### src/rtl/varint_length_prefixed_deframer_core_defines.svh
// Assertion macros shared by the deframer modules.
`ifndef VARINT_LENGTH_PREFIXED_DEFRAMER_CORE_DEFINES_SVH
`define VARINT_LENGTH_PREFIXED_DEFRAMER_CORE_DEFINES_SVH

// Check a property on every clock edge outside reset.
`define VLPD_ASSERT(lbl, prop, msg) \
    lbl: assert property (@(posedge i_clk) disable iff (!i_rst_n) (prop)) else $error(msg);

// Check a property on every clock edge, reset included.
`define VLPD_ASSERT_ALWAYS(lbl, prop, msg) \
    lbl: assert property (@(posedge i_clk) (prop)) else $error(msg);

`endif

### src/rtl/vlpd_pkg.sv
package vlpd_pkg;

    // Field widths
    localparam int unsigned BYTE_W     = 8;
    localparam int unsigned LEN_W      = 32;
    localparam int unsigned REM_W      = 31;
    localparam int unsigned CNT_W      = 32;
    localparam int unsigned GROUP_W    = 3;
    localparam int unsigned POS_W      = 6;

    // Varint format
    localparam int unsigned GROUP_BITS = 7;
    localparam int unsigned MAX_GROUPS = 5;

    // Reset value of the maximum frame length register
    localparam logic [REM_W-1:0] MAX_LEN_RST = 31'd2097151;

    // Default depth of the result queue
    localparam int unsigned QUEUE_DEPTH = 4;

    typedef enum logic [1:0] {
        ST_PAYLOAD  = 2'd0,
        ST_TOO_BIG  = 2'd1,
        ST_EMPTY    = 2'd2,
        ST_TOO_LONG = 2'd3
    } t_status;

    typedef struct packed {
        logic [BYTE_W-1:0] payload_byte;
        logic              last_of_frame;
        t_status           status;
        logic [CNT_W-1:0]  frames_seen;
    } t_result;

endpackage

### src/rtl/vlpd_front.sv
`include "varint_length_prefixed_deframer_core_defines.svh"

module vlpd_front
    import vlpd_pkg::*;
(
    input  logic              i_clk,
    input  logic              i_rst_n,
    input  logic              i_accept,
    input  logic [BYTE_W-1:0] i_byte,
    input  logic              i_cfg_we,
    input  logic [REM_W-1:0]  i_cfg_wdata,
    output logic              o_wr,
    output t_result           o_result
);

    typedef enum logic [1:0] {
        PH_LENGTH  = 2'b01,
        PH_PAYLOAD = 2'b10
    } t_phase;

    t_phase             r_phase,     n_phase;
    logic [LEN_W-1:0]   r_len_acc,   n_len_acc;
    logic [GROUP_W-1:0] r_group,     n_group;
    logic [REM_W-1:0]   r_remaining, n_remaining;
    logic [CNT_W-1:0]   r_frames,    n_frames;
    logic [REM_W-1:0]   r_max_len;

    logic [POS_W-1:0]   w_pos;
    logic [LEN_W-1:0]   w_acc_new;

    // Merge the low seven bits of the byte into the length at its group position
    assign w_pos     = POS_W'(r_group) * POS_W'(GROUP_BITS);
    assign w_acc_new = r_len_acc | (LEN_W'(i_byte[GROUP_BITS-1:0]) << w_pos);

    // Classify the accepted byte and build the result word
    always_comb begin
        n_phase     = r_phase;
        n_len_acc   = r_len_acc;
        n_group     = r_group;
        n_remaining = r_remaining;
        n_frames    = r_frames;
        o_wr        = 1'b0;
        o_result    = '{payload_byte: '0, last_of_frame: 1'b0,
                        status: ST_PAYLOAD, frames_seen: r_frames};
        if (i_accept) begin
            unique case (r_phase)
                PH_PAYLOAD: begin
                    o_wr                  = 1'b1;
                    o_result.payload_byte = i_byte;
                    if (r_remaining <= REM_W'(1)) begin
                        // final byte: count the frame, go back to the length
                        n_frames               = r_frames + CNT_W'(1);
                        o_result.last_of_frame = 1'b1;
                        o_result.frames_seen   = n_frames;
                        n_remaining            = '0;
                        n_phase                = PH_LENGTH;
                        n_len_acc              = '0;
                        n_group                = '0;
                    end else begin
                        n_remaining = r_remaining - REM_W'(1);
                    end
                end
                PH_LENGTH: begin
                    if (!i_byte[BYTE_W-1]) begin
                        // length complete: check it and start the payload if it is nonzero and in range
                        n_len_acc = '0;
                        n_group   = '0;
                        if (w_acc_new == '0) begin
                            o_wr            = 1'b1;
                            o_result.status = ST_EMPTY;
                        end else if (w_acc_new > LEN_W'(r_max_len)) begin
                            o_wr            = 1'b1;
                            o_result.status = ST_TOO_LONG;
                        end else begin
                            n_remaining = w_acc_new[REM_W-1:0];
                            n_phase     = PH_PAYLOAD;
                        end
                    end else if (r_group == GROUP_W'(MAX_GROUPS - 1)) begin
                        // continuation on the last group: drop the length
                        n_len_acc       = '0;
                        n_group         = '0;
                        o_wr            = 1'b1;
                        o_result.status = ST_TOO_BIG;
                    end else begin
                        n_len_acc = w_acc_new;
                        n_group   = r_group + GROUP_W'(1);
                    end
                end
                default: begin
                    n_phase   = PH_LENGTH;
                    n_len_acc = '0;
                    n_group   = '0;
                end
            endcase
        end
    end

    // Hold parser state
    always_ff @(posedge i_clk) begin
        if (!i_rst_n) begin
            r_phase     <= PH_LENGTH;
            r_len_acc   <= '0;
            r_group     <= '0;
            r_remaining <= '0;
            r_frames    <= '0;
            r_max_len   <= MAX_LEN_RST;
        end else begin
            r_phase     <= n_phase;
            r_len_acc   <= n_len_acc;
            r_group     <= n_group;
            r_remaining <= n_remaining;
            r_frames    <= n_frames;
            if (i_cfg_we) begin
                r_max_len <= i_cfg_wdata;
            end
        end
    end

    `VLPD_ASSERT(a_group_bound, r_group <= GROUP_W'(MAX_GROUPS - 1), "group index past fifth group")
    `VLPD_ASSERT(a_payload_nonzero, (r_phase == PH_PAYLOAD) |-> (r_remaining != '0), "payload phase with no bytes left")

endmodule

### src/rtl/vlpd_queue.sv
`include "varint_length_prefixed_deframer_core_defines.svh"

module vlpd_queue
    import vlpd_pkg::*;
#(
    parameter int unsigned DEPTH = QUEUE_DEPTH
) (
    input  logic    i_clk,
    input  logic    i_rst_n,
    input  logic    i_wr,
    input  t_result i_data,
    input  logic    i_rd,
    output logic    o_full,
    output logic    o_empty,
    output t_result o_data
);

    localparam int unsigned PW = (DEPTH > 1) ? $clog2(DEPTH) : 1;
    localparam int unsigned CW = $clog2(DEPTH + 1);

    t_result         r_slot [DEPTH];
    logic [PW-1:0]   r_wr_ptr, n_wr_ptr;
    logic [PW-1:0]   r_rd_ptr, n_rd_ptr;
    logic [CW-1:0]   r_count,  n_count;
    logic            w_push;
    logic            w_pop;

    assign o_full  = (r_count == CW'(DEPTH));
    assign o_empty = (r_count == '0);
    assign o_data  = r_slot[r_rd_ptr];
    assign w_push  = i_wr && !o_full;
    assign w_pop   = i_rd && !o_empty;

    // Advance the pointers with wrap at the depth
    always_comb begin
        n_wr_ptr = r_wr_ptr;
        n_rd_ptr = r_rd_ptr;
        n_count  = r_count;
        if (w_push) begin
            n_wr_ptr = (r_wr_ptr == PW'(DEPTH - 1)) ? '0 : r_wr_ptr + PW'(1);
        end
        if (w_pop) begin
            n_rd_ptr = (r_rd_ptr == PW'(DEPTH - 1)) ? '0 : r_rd_ptr + PW'(1);
        end
        if (w_push && !w_pop) begin
            n_count = r_count + CW'(1);
        end else if (w_pop && !w_push) begin
            n_count = r_count - CW'(1);
        end
    end

    // Store the pushed word
    always_ff @(posedge i_clk) begin
        if (w_push) begin
            r_slot[r_wr_ptr] <= i_data;
        end
    end

    always_ff @(posedge i_clk) begin
        if (!i_rst_n) begin
            r_wr_ptr <= '0;
            r_rd_ptr <= '0;
            r_count  <= '0;
        end else begin
            r_wr_ptr <= n_wr_ptr;
            r_rd_ptr <= n_rd_ptr;
            r_count  <= n_count;
        end
    end

    `VLPD_ASSERT(a_count_bound, r_count <= CW'(DEPTH), "queue count above depth")
    `VLPD_ASSERT(a_count_up, (w_push && !w_pop) |=> (r_count == $past(r_count) + CW'(1)), "queue count did not rise on push")

endmodule

### src/rtl/varint_length_prefixed_deframer_core.sv
// Length-prefixed byte-stream deframer. Each frame opens with a little-endian
// base-128 varint length of up to five bytes, followed by that many payload
// bytes, which come out one word each with last_of_frame on the final one and
// the running frame count. A zero length gives an empty-frame word, a length
// with a continuation bit on its fifth byte a too-big word, and a length above
// max_frame_length a too-long word; after any of these the next byte starts a
// new length. Length bytes that do not end in an error give no word. One byte
// is taken every cycle: the parser settles each byte combinationally and
// writes its word into a P_QUEUE_DEPTH-entry result queue, so input stalls only
// when that queue is full. A result can be popped the cycle after its byte is
// pushed. Write max_frame_length only while the deframer is idle.
module varint_length_prefixed_deframer_core
    import vlpd_pkg::*;
#(
    parameter int unsigned P_QUEUE_DEPTH = QUEUE_DEPTH
) (
    input  logic              i_clk,
    input  logic              i_rst_n,
    input  logic              push,
    output logic              full,
    input  logic [BYTE_W-1:0] i_in_byte,
    input  logic              i_cfg_we,
    input  logic [REM_W-1:0]  i_cfg_wdata,
    output logic              empty,
    input  logic              pop,
    output logic [BYTE_W-1:0] o_payload_byte,
    output logic              o_last_of_frame,
    output logic [1:0]        o_status,
    output logic [CNT_W-1:0]  o_frames_seen
);

    logic    w_accept;
    logic    w_wr;
    t_result w_front_res;
    t_result w_head;

    assign w_accept = push && !full;

    // Parse bytes into result words
    vlpd_front u_front (
        .i_clk       (i_clk),
        .i_rst_n     (i_rst_n),
        .i_accept    (w_accept),
        .i_byte      (i_in_byte),
        .i_cfg_we    (i_cfg_we),
        .i_cfg_wdata (i_cfg_wdata),
        .o_wr        (w_wr),
        .o_result    (w_front_res)
    );

    // Buffer result words for the consumer
    vlpd_queue #(
        .DEPTH (P_QUEUE_DEPTH)
    ) u_queue (
        .i_clk   (i_clk),
        .i_rst_n (i_rst_n),
        .i_wr    (w_wr),
        .i_data  (w_front_res),
        .i_rd    (pop),
        .o_full  (full),
        .o_empty (empty),
        .o_data  (w_head)
    );

    assign o_payload_byte  = w_head.payload_byte;
    assign o_last_of_frame = w_head.last_of_frame;
    assign o_status        = w_head.status;
    assign o_frames_seen   = w_head.frames_seen;

endmodule
### config.mk
export PLATFORM = sky130hd
export DESIGN_NAME = varint_length_prefixed_deframer_core
export DESIGN_NICKNAME = d
export VERILOG_FILES = /design/src/rtl/vlpd_pkg.sv /design/src/rtl/vlpd_front.sv /design/src/rtl/vlpd_queue.sv /design/src/rtl/varint_length_prefixed_deframer_core.sv
export VERILOG_INCLUDE_DIRS = /design/src /design/src/rtl
export SDC_FILE = /design/constraint.sdc
export NUM_CORES = 1
export LEC_CHECK = 0
export BUFFER_PORTS_ARGS = -buffer_cell sky130_fd_sc_hd__clkbuf_2
export CORE_MARGIN = 3
export CORE_UTILIZATION = 60
export DETAILED_ROUTE_END_ITERATION = 8
export PLACE_DENSITY = 0.83
export SYNTH_ARGS = -nofsm -noshare
export SYNTH_HDL_FRONTEND = slang
export SYNTH_SLANG_ARGS = --single-unit
### constraint.sdc
create_clock -name i_clk -period 8.9 [get_ports i_clk]
set_input_delay 1.335 -clock i_clk [delete_from_list [all_inputs] [get_ports i_clk]]
set_output_delay 1.335 -clock i_clk [all_outputs]
set_load 0.05 [all_outputs]
# Yosys cells after proc, flatten, opt, wreduce, memory -nomap -nowiden
# Memory sizes are Yosys's and may differ from the RTL's. A register that Yosys moved wholly into a read port is not among the register bits.
# Index checks and enable logic that the tools add are counted.
# W data, S select, Z words.
dict set report op_classes {
  add_sub_neg 7
  multipliers 1
  n_div 0
  magnitude_cmp 2
  n_eq_ne 10
  shift 1
  mux 42
  bitwise 1
  reduce_logical 16
}
# operator n
set ops {}
lappend ops {{$mux W32} 5}
lappend ops {{$mux W31} 4}
lappend ops {{$pmux W32 S2} 1}
lappend ops {{$pmux W31 S2} 1}
lappend ops {{$mux W43} 1}
lappend ops {{$add A32 B1 Y32 const B} 1}
lappend ops {{$gt A32 B31 Y1} 1}
lappend ops {{$logic_not A32 Y1} 1}
lappend ops {{$or A32 B32 Y32} 1}
lappend ops {{$shl A7 B6 Y32} 1}
lappend ops {{$le A31 B1 Y1 const B} 1}
lappend ops {{$sub A31 B1 Y31 const B} 1}
lappend ops {{$mux W2} 12}
lappend ops {{$mux W3} 5}
lappend ops {{$reduce_and A5 Y1} 2}
lappend ops {{$mux W1} 9}
lappend ops {{$mux W9} 1}
lappend ops {{$add A3 B1 Y3 const B} 2}
lappend ops {{$eq A2 B2 Y1 const B} 3}
lappend ops {{$eq A3 B3 Y1 const B} 2}
lappend ops {{$mul A3 B3 Y6 const B} 1}
lappend ops {{$ne A2 B2 Y1 const B} 3}
lappend ops {{$pmux W3 S2} 1}
lappend ops {{$logic_and A1 B1 Y1} 5}
lappend ops {{10 further kinds} 15}
dict set report word_totals {
  reg_bits 138
  latchBits 0
  ramBits 172
  rom_bits 0
  wordCells 90
  mem_count 1
}
# name words word_bits rd rd_ports_with_merged_regs write_ports line_no
set memory_table {}
lappend memory_table {u_queue.r_slot 4 43 1 1 1 vlpd_queue.sv:21} ;# t_result r_slot [DEPTH];

# Longest topological paths before layout
# Gate-level depths: netlist of the first run.
dict set report depth {
  depth_word 14
  depth_mapped 20
}

# By module
# Synthesis of the first run repeated with hierarchy kept, for this count alone.
dict set report unflattened {
  hier_cells 1197
  area_unflattened_um2 14091.0
}
# module instances cells_each area_per_inst_um2 seq_area_each_um2
set by_module_without_submodules {}
lappend by_module_without_submodules {vlpd_front 1 920 7337.0 2622.5}
lappend by_module_without_submodules {vlpd_queue 1 276 6740.2 5345.1}
lappend by_module_without_submodules {varint_length_prefixed_deframer_core 1 1 13.8 0.0}

# Least setup slack after synthesis of the first run
# OpenSTA, ideal clock, no wires.
dict set report synth_timing {
  path_type {input port to flip-flop}
  from {in i_in_byte[4]}
  to {mem u_queue.r_slot[3][0] (netlist name), enable pin}
  setup_ps 405
  t_arrival_ps 4307
  setup_slack_ps 4188
  stages 8
  path_buffers 2
  path_cell_list {clkbuf_1 a2111o_1 or4_1 nor4_2 or3_1 o21a_1 clkbuf_1 and2_1}
}
dict set report synth_via {
  elab_chain_cells 11
  elab_cells_between_ends 12
  classes_between {order compare: 1; shift: 1; mux: 7; bitwise: 1; reduce/logical: 2}
}
# element line_no
set synth_lines {}
lappend synth_lines {{from (decl)} varint_length_prefixed_deframer_core.sv:21} ;# input logic [BYTE_W-1:0] i_in_byte,
lappend synth_lines {{$shl A7 B6 Y32 *} vlpd_front.sv:33} ;# assign w_acc_new = r_len_acc | (LEN_W'(i_byte[GROUP_BITS-1:0]) << w_pos);
lappend synth_lines {{$or A32 B32 Y32 *} vlpd_front.sv:33}
lappend synth_lines {{$gt A32 B31 Y1} vlpd_front.sv:71} ;# end else if (w_acc_new > LEN_W'(r_max_len)) begin
lappend synth_lines {{$mux W1} vlpd_front.sv:71}
lappend synth_lines {{$mux W1 *} vlpd_front.sv:68} ;# if (w_acc_new == '0) begin
lappend synth_lines {{$mux W1 *} vlpd_front.sv:64} ;# if (!i_byte[BYTE_W-1]) begin
lappend synth_lines {{$pmux W1 S2 *} vlpd_front.sv:46} ;# unique case (r_phase)
lappend synth_lines {{$mux W1 *} vlpd_front.sv:45} ;# if (i_accept) begin
lappend synth_lines {{$logic_and A1 B1 Y1 *} vlpd_queue.sv:31} ;# assign w_push = i_wr && !o_full;
lappend synth_lines {{net u_queue.w_push} vlpd_queue.sv:25} ;# logic w_push;
lappend synth_lines {{$mux W1 *} vlpd_queue.sv:54} ;# if (w_push) begin
lappend synth_lines {{$mux W1 (implied by the code) *} vlpd_queue.sv:55} ;# r_slot[r_wr_ptr] <= i_data;
lappend synth_lines {{to (decl)} vlpd_queue.sv:21}
# The timed path passes the listed nets; every way through them passes the cells marked *.

# Worst setup path in the final report of the first run
dict set report layout_timing {
  from {reg u_front.r_group[0]}
  to {mem u_queue.r_slot[1][37] (netlist name), enable pin}
}
dict set report layout_via {
  elab_chain_cells 12
  elab_cells_between_ends 15
  classes_between {mul: 1; order compare: 1; eq/ne: 1; shift: 1; mux: 8; bitwise: 1; reduce/logical: 2}
}
# element line_no
set layout_lines {}
lappend layout_lines {{from (decl)} vlpd_front.sv:23} ;# logic [GROUP_W-1:0] r_group, n_group;
lappend layout_lines {{from (signal assigned)} vlpd_front.sv:110} ;# r_group <= n_group;
lappend layout_lines {{$mul A3 B3 Y6} vlpd_front.sv:32} ;# assign w_pos = POS_W'(r_group) * POS_W'(GROUP_BITS);
lappend layout_lines {{$shl A7 B6 Y32} vlpd_front.sv:33}
lappend layout_lines {{$or A32 B32 Y32} vlpd_front.sv:33}
lappend layout_lines {{$gt A32 B31 Y1} vlpd_front.sv:71}
lappend layout_lines {{$mux W1} vlpd_front.sv:71}
lappend layout_lines {{$mux W1} vlpd_front.sv:68}
lappend layout_lines {{$mux W1 *} vlpd_front.sv:64}
lappend layout_lines {{$pmux W1 S2 *} vlpd_front.sv:46}
lappend layout_lines {{$mux W1 *} vlpd_front.sv:45}
lappend layout_lines {{$logic_and A1 B1 Y1 *} vlpd_queue.sv:31}
lappend layout_lines {{$mux W1 *} vlpd_queue.sv:54}
lappend layout_lines {{$mux W1 (implied by the code) *} vlpd_queue.sv:55}
# Every way passes the cells marked *; elsewhere a longest branch is shown, timed or not.

==> results of run 1 <==
worst min-delay path by stage:
stage,startpoint,endpoint,slack [ps],cells past startpoint
6_report,u_front.r_remaining[18],u_front.r_remaining[18],460,2
5_1_grt,u_front.r_len_acc[17],u_front.r_len_acc[17],490,2
4_1_cts,u_front.r_remaining[18],u_front.r_remaining[18],460,2
3_5_place_dp,u_front.r_remaining[18],u_front.r_remaining[18],450,2
3_3_place_gp,u_front.r_remaining[18],u_front.r_remaining[18],440,2
2_1_floorplan,u_front.r_remaining[28],u_front.r_remaining[28],430,2
cells in the mapped netlist, types with 18 or more instances:
library cell / instances / area (um^2)
edfxtp_1: 172 / 5160
and2_1: 38 / 238
ha_1: 44 / 551
o211ai_1: 24 / 180
a21o_1: 21 / 158
nand4_1: 18 / 113
nand2_1: 93 / 349
a21oi_1: 72 / 360
inv_1: 64 / 240
nor2_1: 64 / 240
dfxtp_1: 140 / 2800
mux4_2: 43 / 968
xnor2_1: 24 / 210
nand3_1: 39 / 195
a31oi_1: 21 / 131
clkbuf_1: 55 / 206
nor3_1: 48 / 240
worst max-delay path: stages, from the launching register on:
cell and delay, ps:
dfxtp_1 820, nor3b_1 780, a21o_1 290, ha_1 170
nand4_1 140, nor4_1 450, a211o_1 190, nor3_1 80
nor2_1 240, o21a_1 310, and2_2 1000
layer usage:
metal	vias up	GRT usage (%)
met4	0	13.8
met5	-	0
li1	4641	-
met3	129	3.62
met1	4905	33.7
met2	567	42.8
where the power goes:
| part | internal (mW) | leakage (nW) | switching (mW) |
|---|---|---|---|
| sequential | 1.57 | 2.84 | 0.0719 |
| combinational | 0.365 | 2.86 | 0.786 |
| clock | 0.735 | 0.485 | 0.543 |
| total | 2.67 | 6.18 | 1.40 |
sequential cells by signal, indices dropped and copies added (netlist names), named ones only:
name                 cells
u_front.r_phase          2
u_front.r_len_acc       32
u_front.r_remaining     31
u_front.r_group          3
u_queue.r_rd_ptr         2
u_queue.r_slot         172
u_queue.r_wr_ptr         2
u_queue.r_count          3
u_front.r_max_len       31
u_front.r_frames        32
cell families (layout without fill, tap and decap cells):
| logic type | Yosys count | in the layout |
|---|---|---|
| flops | 312 | 312 |
| xor+xnor | 41 | 41 |
| simple gates | 387 | 387 |
| fa+ha+maj | 45 | 45 |
| compound gates | 223 | 223 |
| buf+inv | 140 | 218 |
| mux | 60 | 60 |
final cells by class:
cell class              count  area, um^2  share of cell area, %
flip-flops and latches    312        7970                   50.7
multi-input cells         756        5620                   35.7
clock buffers              41         855                   5.43
repair buffers             97         508                   3.23
well taps                 313         392                   2.49
inverters                  65         244                   1.55
clock inverters            15         143                  0.906
==> key figures, run 1 <==
Status
  • Status: finished clean

Power and ir drop
  • Power consumption: 4.07 mW
  • Leakage: 6.18 nW
  • Power Dens Cells: 259 nW/um^2
  • VDD IR-drop max: 173 uV

Clock tree
  • Post-CTS sizing: 0
  • Hold-fix buffers at CTS: 0
  • CTS Buf Count: 30
  • Worst-skew pair later-pin latency: 550 ps
  • Clk sinks: 312
  • Max Buffers Root-to-Sink: 3
  • CTS Root Cell: clkbuf_16
  • Setup Buffers After CTS: 0
  • CTS tree: done
  • CTS H-tree depth: 1
  • Clk slew on worst S/H paths: 70 ps

Timing
  • RSZ-0062 raised after global routing: no
  • Final setup viols: 0
  • Clk_skew: 13.9 ps
  • Worst slew pin tran: 1210 ps
  • Worst hold margin: 462 ps
  • Final hold violations: 0
  • F_max: 204 MHz
  • Fin crit share: 55.0%
  • Slew Viols, Final: 0
  • Setup ws final: 4010 ps
  • Crit path time final: 4890 ps
  • Slew HR: 19.7%
  • Sum Neg Setup Slack: 0 ps

Flow run
  • Max Cap Viol: 0

Place
  • Placed instance count: 1543
  • HPWL after detailed placement: 21300 um
  • DP Area: 14700 um^2
  • Routability congestion estimate from global placement: 0.969
  • Worst slack, placed: 3810 ps
  • Port bufs: 88

Layout
  • Inserted Diodes: 0
  • Fin util: 68.7%
  • Fin area: 15700 um^2
  • FILL cells: 1552
  • Area Overhead vs Synth: 11.4%
  • Most frequent cells in the layout: edfxtp_1 (172), dfxtp_1 (138), nand2_1 (93)
  • Layout cells sized above 1: 16.7%
  • Nets@finish: 1351
  • Most common cell after layout, fill and taps aside: edfxtp_1
  • Final std cells w/o fill: 1599

Critical path
  • CP Capture Type: flip-flop
  • R2R Path Start: u_front.r_group[0]
  • Crit path DAT: 5050 ps
  • CP startpoint: u_front.r_group[0]
  • Critical path required time: 9060 ps
  • Reg-to-reg slack, setup: 4010 ps
  • CP endpoint: u_queue.r_slot[1][37]
  • RR Endpoint: u_queue.r_slot[1][37]
  • Critical path peak fanout: 43
  • R2R depth: 10
  • Critical path startpoint category: flip-flop
  • Critical path class: reg -> reg

Synthesis
  • Ys async rst share: 0%
  • Mapped Avg Cell Area: 11.7 um^2
  • Primary FF master, synth: edfxtp_1
  • Mapped Area: 14100 um^2
  • Compound-Gate Fraction of Synth Area: 10.6%
  • Simple-Gate Fraction of Synth Area: 14.4%
  • Yosys warning total: 0
  • Main combinational cell family by area after synthesis: simple AND/OR/NAND/NOR gates
  • Mux cell area share after synthesis: 8.07%
  • Post-Synth Adder-Cell Area: 4.04%
  • Register bit count reported by yosys: 312
  • Syn nets: 1297
  • Synth Area in XOR/XNOR: 2.54%
  • Netlist cell types: 70
  • Register area share after synthesis: 56.4%
  • Number of synthesized flops with an enable pin: 172
  • Synth Instances: 1208

Drt
  • Pre-Repair DR Iteration Count: 7
  • Routed via count: 10200
  • Antenna-violating nets left: 0
  • Drt drc: 0
  • Met3 WL post-DR: 2410 um
  • Drt wl/cell: 21.1 um
  • Met1 WL: 13400 um
  • DR iter-0 viols: 1153
  • Total Wirelength: 33700 um
  • Via density: 6.41
  • Met2 WL: 16000 um
  • Highest routed layer: met4

Die
  • FP Rows: 55
  • Die ar.: 25400 um^2
  • Chip Height: 159 um
  • Initial cell density of the core: 61.6%
  • Core ar.: 22900 um^2
  • Die W: 159 um
  • I/O pins: 89

GRT
  • Gr ovfl total: 0
  • Pin count of the biggest net entering global routing: 83
  • Vias in the first global route: 9999
  • Global-route wire length before repair: 53500 um
  • GRT Resource Usage Total: 26.0%
  • Antenna violations before repair: 1

Worst hold path
  • Hold WC Path Type: reg -> reg
Power figures use the tool's default switching activity.
==> inputs of run 2 (changes only) <==
Settings changed: CORE_UTILIZATION 60 to 55, PLACE_DENSITY 0.83 to 0.8.
Clock period 8.9 ns to 4.4 ns, I/O delays scaled along.
==> run 2 against run 1 <==
  * Core utilization is 4.8 points lower
  * Via count is 1.0% lower
  * Wire length is 0.15% higher
  * Combinational power is 110% higher
  * Clock power is 110% higher
  * Hold slack worse by 140 ps
  * First-iteration DRC count is 0.26% lower
  * Register-to-register slack worse by 3700 ps
  * Die area is 8.7% higher
  * Non-clock buffer count is 26 higher
  * Critical endpoint is now u_queue.r_count[2]
  * Sequential cell count stayed put
==> key figures, run 2 (synthesis gave the netlist of run 1 again) <==
Critical path
  • Reg-to-reg slack, setup: 290 ps (-3720 ps)
  • R2R Path Start: u_front.r_group[2]
  • Critical path startpoint category: flip-flop
  • Crit-path max cell delay: 460 ps (-540 ps)
  • Critical path required time: 4860 ps (-4200 ps)
  • CP Capture Type: flip-flop
  • Crit path DAT: 4570 ps (-480 ps)
  • Critical path peak fanout: 19 (-56%)
  • CP startpoint: u_front.r_group[2]
  • Crit-path slowest cell: nor3b_1
  • Crit path cell chain: buf_4 > nor3b_1 > a21o_1 > ha_1 > nand3_1 > nor4_1 > a21oi_1 > a41o_1 > nor2_1 > o21a_1 > ha_1 > inv_1 > fa_1 > xor2_1 > or3_1 > a21oi_1
  • Critical path class: reg -> reg

Clock tree
  • Max Buffers Root-to-Sink: 3 (unchanged)
  • CTS H-tree depth: 1 (unchanged)
  • Clk sinks: 312 (unchanged)
  • Clk slew on worst S/H paths: 60 ps (about the same)
  • Hold-fix buffers at CTS: 0 (unchanged)
  • CTS Buf Count: 31 (+3.3%)
  • CTS Root Cell: clkbuf_16
  • CTS tree: done
  • Worst-skew pair later-pin latency: 550 ps (about the same)

Power and ir drop
  • Power Internal: 5.57 mW (+110%)
  • Leakage: 6.37 nW (+3.0%)
  • Power consumption: 8.39 mW (+110%)
  • Sequential Power Share: 39.5% (-0.8 points)
  • Clock Power Share: 32.1% (+0.7 points)
  • Net Sw Power: 2.82 mW (+100%)
  • Sw frac: 33.6% (-0.84 points)
  • Comb pwr share: 28.4% (about the same)
  • VDD IR-drop max: 492 uV (+180%)
  • Power Dens Cells: 522 nW/um^2 (+100%)

Place
  • Placed instance count: 1586 (+2.8%)
  • DP Area: 15000 um^2 (+1.9%)
  • Worst slack, placed: 292 ps (-3520 ps)
  • Routability congestion estimate from global placement: 0.931 (-3.9%)
  • Port bufs: 88 (unchanged)
  • HPWL after detailed placement: 22600 um (+6.0%)

Timing
  • Setup ws final: 289 ps (-3720 ps)
  • Slew Viols, Final: 0 (unchanged)
  • Slew HR: 24.0% (+4.3 points)
  • F_max: 243 MHz (+19%)
  • Final setup viols: 0 (unchanged)
  • RSZ-0062 raised after global routing: no
  • Final hold violations: 0 (unchanged)
  • Clk_skew: 14.7 ps (+0.816 ps)
  • Worst hold margin: 324 ps (-138 ps)
  • Worst slew pin tran: 1140 ps (-65.1 ps)
  • Fin crit share: 93.4% (+38 points)
  • Crit path time final: 4110 ps (-784 ps)
  • Sum Neg Setup Slack: 0 ps (unchanged)

Layout
  • Fin util: 63.8% (-4.8 points)
  • Fin area: 16100 um^2 (+2.2%)
  • Nets@finish: 1378 (+2.0%)
  • Final std cells w/o fill: 1644 (+2.8%)
  • Most common cell after layout, fill and taps aside: edfxtp_1
  • Layout cells sized above 1: 19.0% (+2.3 points)
  • Top flop regs: u_queue.r_slot (172), u_front.r_frames (32), u_front.r_len_acc (32)
  • FILL cells: 1833 (+18%)
  • Most frequent cells in the layout: edfxtp_1 (172), dfxtp_1 (138), nand2_1 (93)
  • Largest Register: u_queue.r_slot
  • Max FFs per register: 172 (unchanged)
  • Area Overhead vs Synth: 13.8%

Drt
  • Routed via count: 10100 (-1.0%)
  • Via density: 6.17 (-3.7%)
  • Pre-Repair DR Iteration Count: 8 (+1)
  • Antenna-violating nets left: 0 (unchanged)
  • Drt wl/cell: 20.5 um (-2.6%)
  • Drt drc: 0 (unchanged)
  • Total Wirelength: 33700 um (+0.15%)
  • DR iter-0 viols: 1150 (-0.26%)

Die
  • Die W: 166 um (+4.3%)
  • Initial cell density of the core: 56.1% (-5.5 points)
  • Chip Height: 166 um (+4.3%)
  • I/O pins: 89 (unchanged)
  • Core ar.: 25200 um^2 (+9.9%)
  • FP Rows: 58 (+5.5%)
  • Die ar.: 27600 um^2 (+8.7%)

Worst hold path
  • Hold WC Path Type: in -> reg
  • Hold_sp: i_cfg_wdata[6]

GRT
  • Global-route wire length before repair: 53500 um (about the same)
  • GRT Resource Usage Total: 23.6% (-2.3 points)
  • Gr ovfl total: 0 (unchanged)
  • Antenna violations before repair: 1 (unchanged)
  • Vias in the first global route: 9778 (-2.2%)
  • Pin count of the biggest net entering global routing: 55 (-34%)

Flow run
  • Max Cap Viol: 0 (unchanged)

Status
  • Status: finished clean
==> run 2: cell types whose count changed in the layout (fill, tap and decap cells not counted), moves of 2 or more <==
cell       before  now
buf_12          0    5
buf_4           9   30
bufinv_16       2    4
clkbuf_1        7    5
clkbuf_8        2    4
clkinv_1        4    1
clkinv_2        3    8
==> run 2: worst paths after layout <==
check	cells past startpoint	end
max	16	u_queue.r_count[2]
min	3	u_front.r_max_len[6]
max reg2reg	16	u_queue.r_count[2]
min reg2reg	2	u_front.r_remaining[28]
==> run 2: final cells by class <==
cell class | count | area, um^2 | share of cell area [%]
well taps | 330 | 413 | 2.57
diodes | 1 | 2.50 | 0.0156
repair buffers | 123 | 766 | 4.76
flip-flops and latches | 312 | 7970 | 49.6
inverters | 65 | 244 | 1.52
multi-input cells | 756 | 5630 | 35.0
clock buffers | 40 | 850 | 5.28
clock inverters | 17 | 199 | 1.24
==> run 2: layer usage <==
layer	vias to the layer above	global-route usage [%]	part of all wire [%]
met5	-	0	0
met4	0	8.32	3.5
met3	84	3.90	8.4
met2	511	38.7	48
met1	4854	32.3	40
li1	4687	-	-
==> run 2: worst max-delay path: cells and delay by family, from the launching register on <==
family | cells | cell delay [ps]
AND/OR/NAND/NOR | 5 | 1430
AO/OA/AOI/OAI | 5 | 1030
adder cells (fa/ha/maj) | 3 | 740
flip-flops | 1 | 350
buffers and inverters | 2 | 290
XOR/XNOR | 1 | 180
==> run 2: what timing repair did <==
| item | 4_1_cts | 5_1_grt |
|---|---|---|
| gates resized for setup | 0 | 3 |
| hold endpoints to repair | 0 | 0 |
| setup buffers | 0 | 0 |
| setup endpoints to repair | 0 | 1 |
==> run 2: power groups by stage <==
stage	combinational (mW)	clock [mW]	sequential, mW
floorplan	1.83	0	3.29
global placement	2.32	0	3.37
detailed placement	2.34	0	3.38
CTS	2.36	2.71	3.32
global route	2.53	2.85	3.34
finish	2.38	2.69	3.32
==> inputs of run 3 (changes only) <==
Settings changed: BUFFER_PORTS_ARGS -buffer_cell sky130_fd_sc_hd__clkbuf_2 to default, CORE_UTILIZATION 55 to 57, DONT_BUFFER_PORTS from default to 1, PLACE_DENSITY 0.8 to 0.79.
==> run 3 against run 2 <==
  * Global-route usage increased by 1.8 points
  * Clock skew decreased by 1.0 ps
  * Critical path depth increased by 1
  * Design area decreased by 2.7%
  * Highest routed layer unchanged
==> key figures, run 3 (synthesis gave the netlist of run 1 again) <==
Status
  • Status: finished clean

Timing
  • Fin crit share: 93.5% (about the same)
  • F_max: 243 MHz (about the same)
  • Crit path time final: 4110 ps (+3.91 ps)
  • Clk_skew: 13.7 ps (-1.04 ps)
  • Worst slew pin tran: 885 ps (-255 ps)
  • RSZ-0062 raised after global routing: no
  • Sum Neg Setup Slack: 0 ps (unchanged)
  • Final hold violations: 0 (unchanged)
  • Slew HR: 40.8% (+17 points)
  • Slew Viols, Final: 0 (unchanged)
  • Setup ws final: 285 ps (-3.91 ps)
  • Final setup viols: 0 (unchanged)

Drt
  • Drt drc: 0 (unchanged)
  • Via density: 6.38 (+3.5%)
  • Pre-Repair DR Iteration Count: 5 (-3)
  • Antenna-violating nets left: 0 (unchanged)
  • DR iter-0 viols: 902 (-22%)
  • Drt wl/cell: 21.8 um (+6.5%)
  • Routed via count: 9850 (-2.8%)
  • Total Wirelength: 33700 um (about the same)

Layout
  • Nets@finish: 1288 (-6.5%)
  • Inserted Diodes: 0 (-1)
  • Most frequent cells in the layout: edfxtp_1 (172), dfxtp_1 (137), nand2_1 (93)
  • FILL cells: 1692 (-7.7%)
  • Area Overhead vs Synth: 10.7%
  • Largest Register: u_queue.r_slot
  • Max FFs per register: 172 (unchanged)
  • Most common cell after layout, fill and taps aside: edfxtp_1
  • Top flop regs: u_queue.r_slot (172), u_front.r_frames (32), u_front.r_len_acc (32)
  • Layout cells sized above 1: 13.4% (-5.6 points)

Die
  • Core ar.: 23900 um^2 (-5.1%)
  • I/O pins: 89 (unchanged)
  • Chip Height: 163 um (-1.7%)
  • Die ar.: 26700 um^2 (-3.4%)
  • Die W: 163 um (-1.7%)
  • FP Rows: 56 (-3.4%)
  • Initial cell density of the core: 59.1% (+3.0 points)

Power and ir drop
  • VDD IR-drop max: 350 uV (-29%)
  • Power Internal: 5.54 mW (-0.52%)
  • Comb pwr share: 27.3% (-1.1 points)
  • Net Sw Power: 2.77 mW (-1.7%)
  • Sw frac: 33.3% (-0.27 points)
  • Sequential Power Share: 39.3% (-0.2 points)
  • Clock Power Share: 33.4% (+1.3 points)
  • Power Dens Cells: 531 nW/um^2 (+1.8%)
  • Leakage: 6.02 nW (-5.5%)

GRT
  • Vias in the first global route: 9617 (-1.6%)
  • Antenna violations before repair: 0 (-1)
  • Global-route wire length before repair: 53600 um (about the same)
  • Pin count of the biggest net entering global routing: 83 (+51%)
  • GRT Resource Usage Total: 25.4% (+1.8 points)
  • Gr ovfl total: 0 (unchanged)

Clock tree
  • CTS tree: done
  • Clk sinks: 312 (unchanged)
  • Worst-skew pair later-pin latency: 560 ps (about the same)
  • Clk slew on worst S/H paths: 70 ps (about the same)
  • Max Buffers Root-to-Sink: 3 (unchanged)
  • CTS Buf Count: 31 (unchanged)
  • CTS H-tree depth: 1 (unchanged)
  • Hold-fix buffers at CTS: 0 (unchanged)
  • CTS Root Cell: clkbuf_16

Critical path
  • Reg-to-reg slack, setup: 290 ps (about the same)
  • CP Capture Type: flip-flop
  • Critical path startpoint category: flip-flop
  • Critical path class: reg -> reg
  • Critical path peak fanout: 12 (-7)
  • R2R depth: 17 (+1)
  • R2R Path Start: u_front.r_group[1]
  • Crit path DAT: 4600 ps (+30 ps)
  • Critical path required time: 4880 ps (+20 ps)
  • RR Endpoint: u_queue.r_count[2]

Place
  • Worst slack, placed: 247 ps (-44.6 ps)
  • Routability congestion estimate from global placement: 0.926 (-0.54%)
  • HPWL after detailed placement: 22300 um (-1.2%)
  • Port bufs: 0 (-100%)

Worst hold path
  • Sink of the worst hold path: u_front.r_frames[16]
  • Hold WC Path Type: in -> reg
  • Hold_sp: i_rst_n
  • Hold depth: 1 (-2)

Flow run
  • Max Cap Viol: 0 (unchanged)
run 3: cell types whose count changed in the layout (fill, tap and decap cells not counted), moves of 2 or more:
cell | previous run | this run
inv_6 | 0 | 4
clkbuf_2 | 88 | 0
bufinv_16 | 4 | 6
clkbuf_8 | 4 | 1
clkbuf_1 | 5 | 3
run 3: timing repair:
action                     in CTS  in global routing
setup endpoints to repair       0                139
setup buffers                   0                  0
resized for setup               0                  3
run 3: through the flow:
stage	power [mW]	hold WS, ps	util (%)	instances	cell area [um^2]
2_1_floorplan	5.12	428	-	1208	14100
3_3_place_gp	5.53	444	60.9	1485	14500
4_1_cts	8.33	197	65.4	1543	15600
3_5_place_dp	5.57	451	60.9	1485	14500
6_report	8.31	229	65.5	1543	15600
5_1_grt	8.64	196	65.5	1543	15600
run 3: per-layer routing:
layer | GRT usage [%] | vias up | wire [um]
met5 | 0 | - | 0
met4 | 11.1 | 0 | 1560
met3 | 3.98 | 104 | 2610
met2 | 41.9 | 468 | 16200
met1 | 33.6 | 4779 | 13300
li1 | - | 4499 | -
run 3: final cells by class:
class                      instances  area (um^2)  share of cell area [%]
clock buffer                      35          801                    5.12
clock inverter                    23          284                    1.82
timing repair buffer              33          298                    1.90
inverter                          65          244                    1.56
tap                              319          399                    2.55
multi-input combinational        756         5650                    36.1
sequential                       312         7970                    51.0
run 3: how the worst max path moves through the flow:
stage	startpoint	endpoint	slack, ps	depth (start not counted)
final	u_front.r_group[1]	u_queue.r_count[2]	290	17
after global routing	u_front.r_group[0]	u_queue.r_count[2]	80	18
after CTS	u_front.r_group[2]	u_queue.r_count[2]	210	16
after detailed placement	u_front.r_group[2]	u_queue.r_count[2]	250	16
after global placement	u_front.r_group[2]	u_queue.r_count[2]	310	16
after floorplan	u_front.r_group[0]	u_queue.r_slot[3][0]	270	12
run 3: worst max-delay path, cell delays in order, from the launching register on:
cell     delay [ps]
dfxtp_1         510
buf_4           250
nor2b_1         360
a21o_1          290
ha_1            180
nand4_1         140
nor4_1          330
buf_4           170
a211o_1         110
nor3_1           70
nor2_1          220
o21a_1          180
ha_1            190
inv_1            60
fa_1            370
xor2_1          170
or3_1           300
a21oi_1         140
run 3: power by group through the flow:
stage | Combinational (mW) | Sequential [mW] | Clock, mW
3_3_place_gp | 2.21 | 3.32 | 0
3_5_place_dp | 2.24 | 3.33 | 0
5_1_grt | 2.42 | 3.28 | 2.94
6_report | 2.27 | 3.27 | 2.77
4_1_cts | 2.25 | 3.27 | 2.81
2_1_floorplan | 1.83 | 3.29 | 0
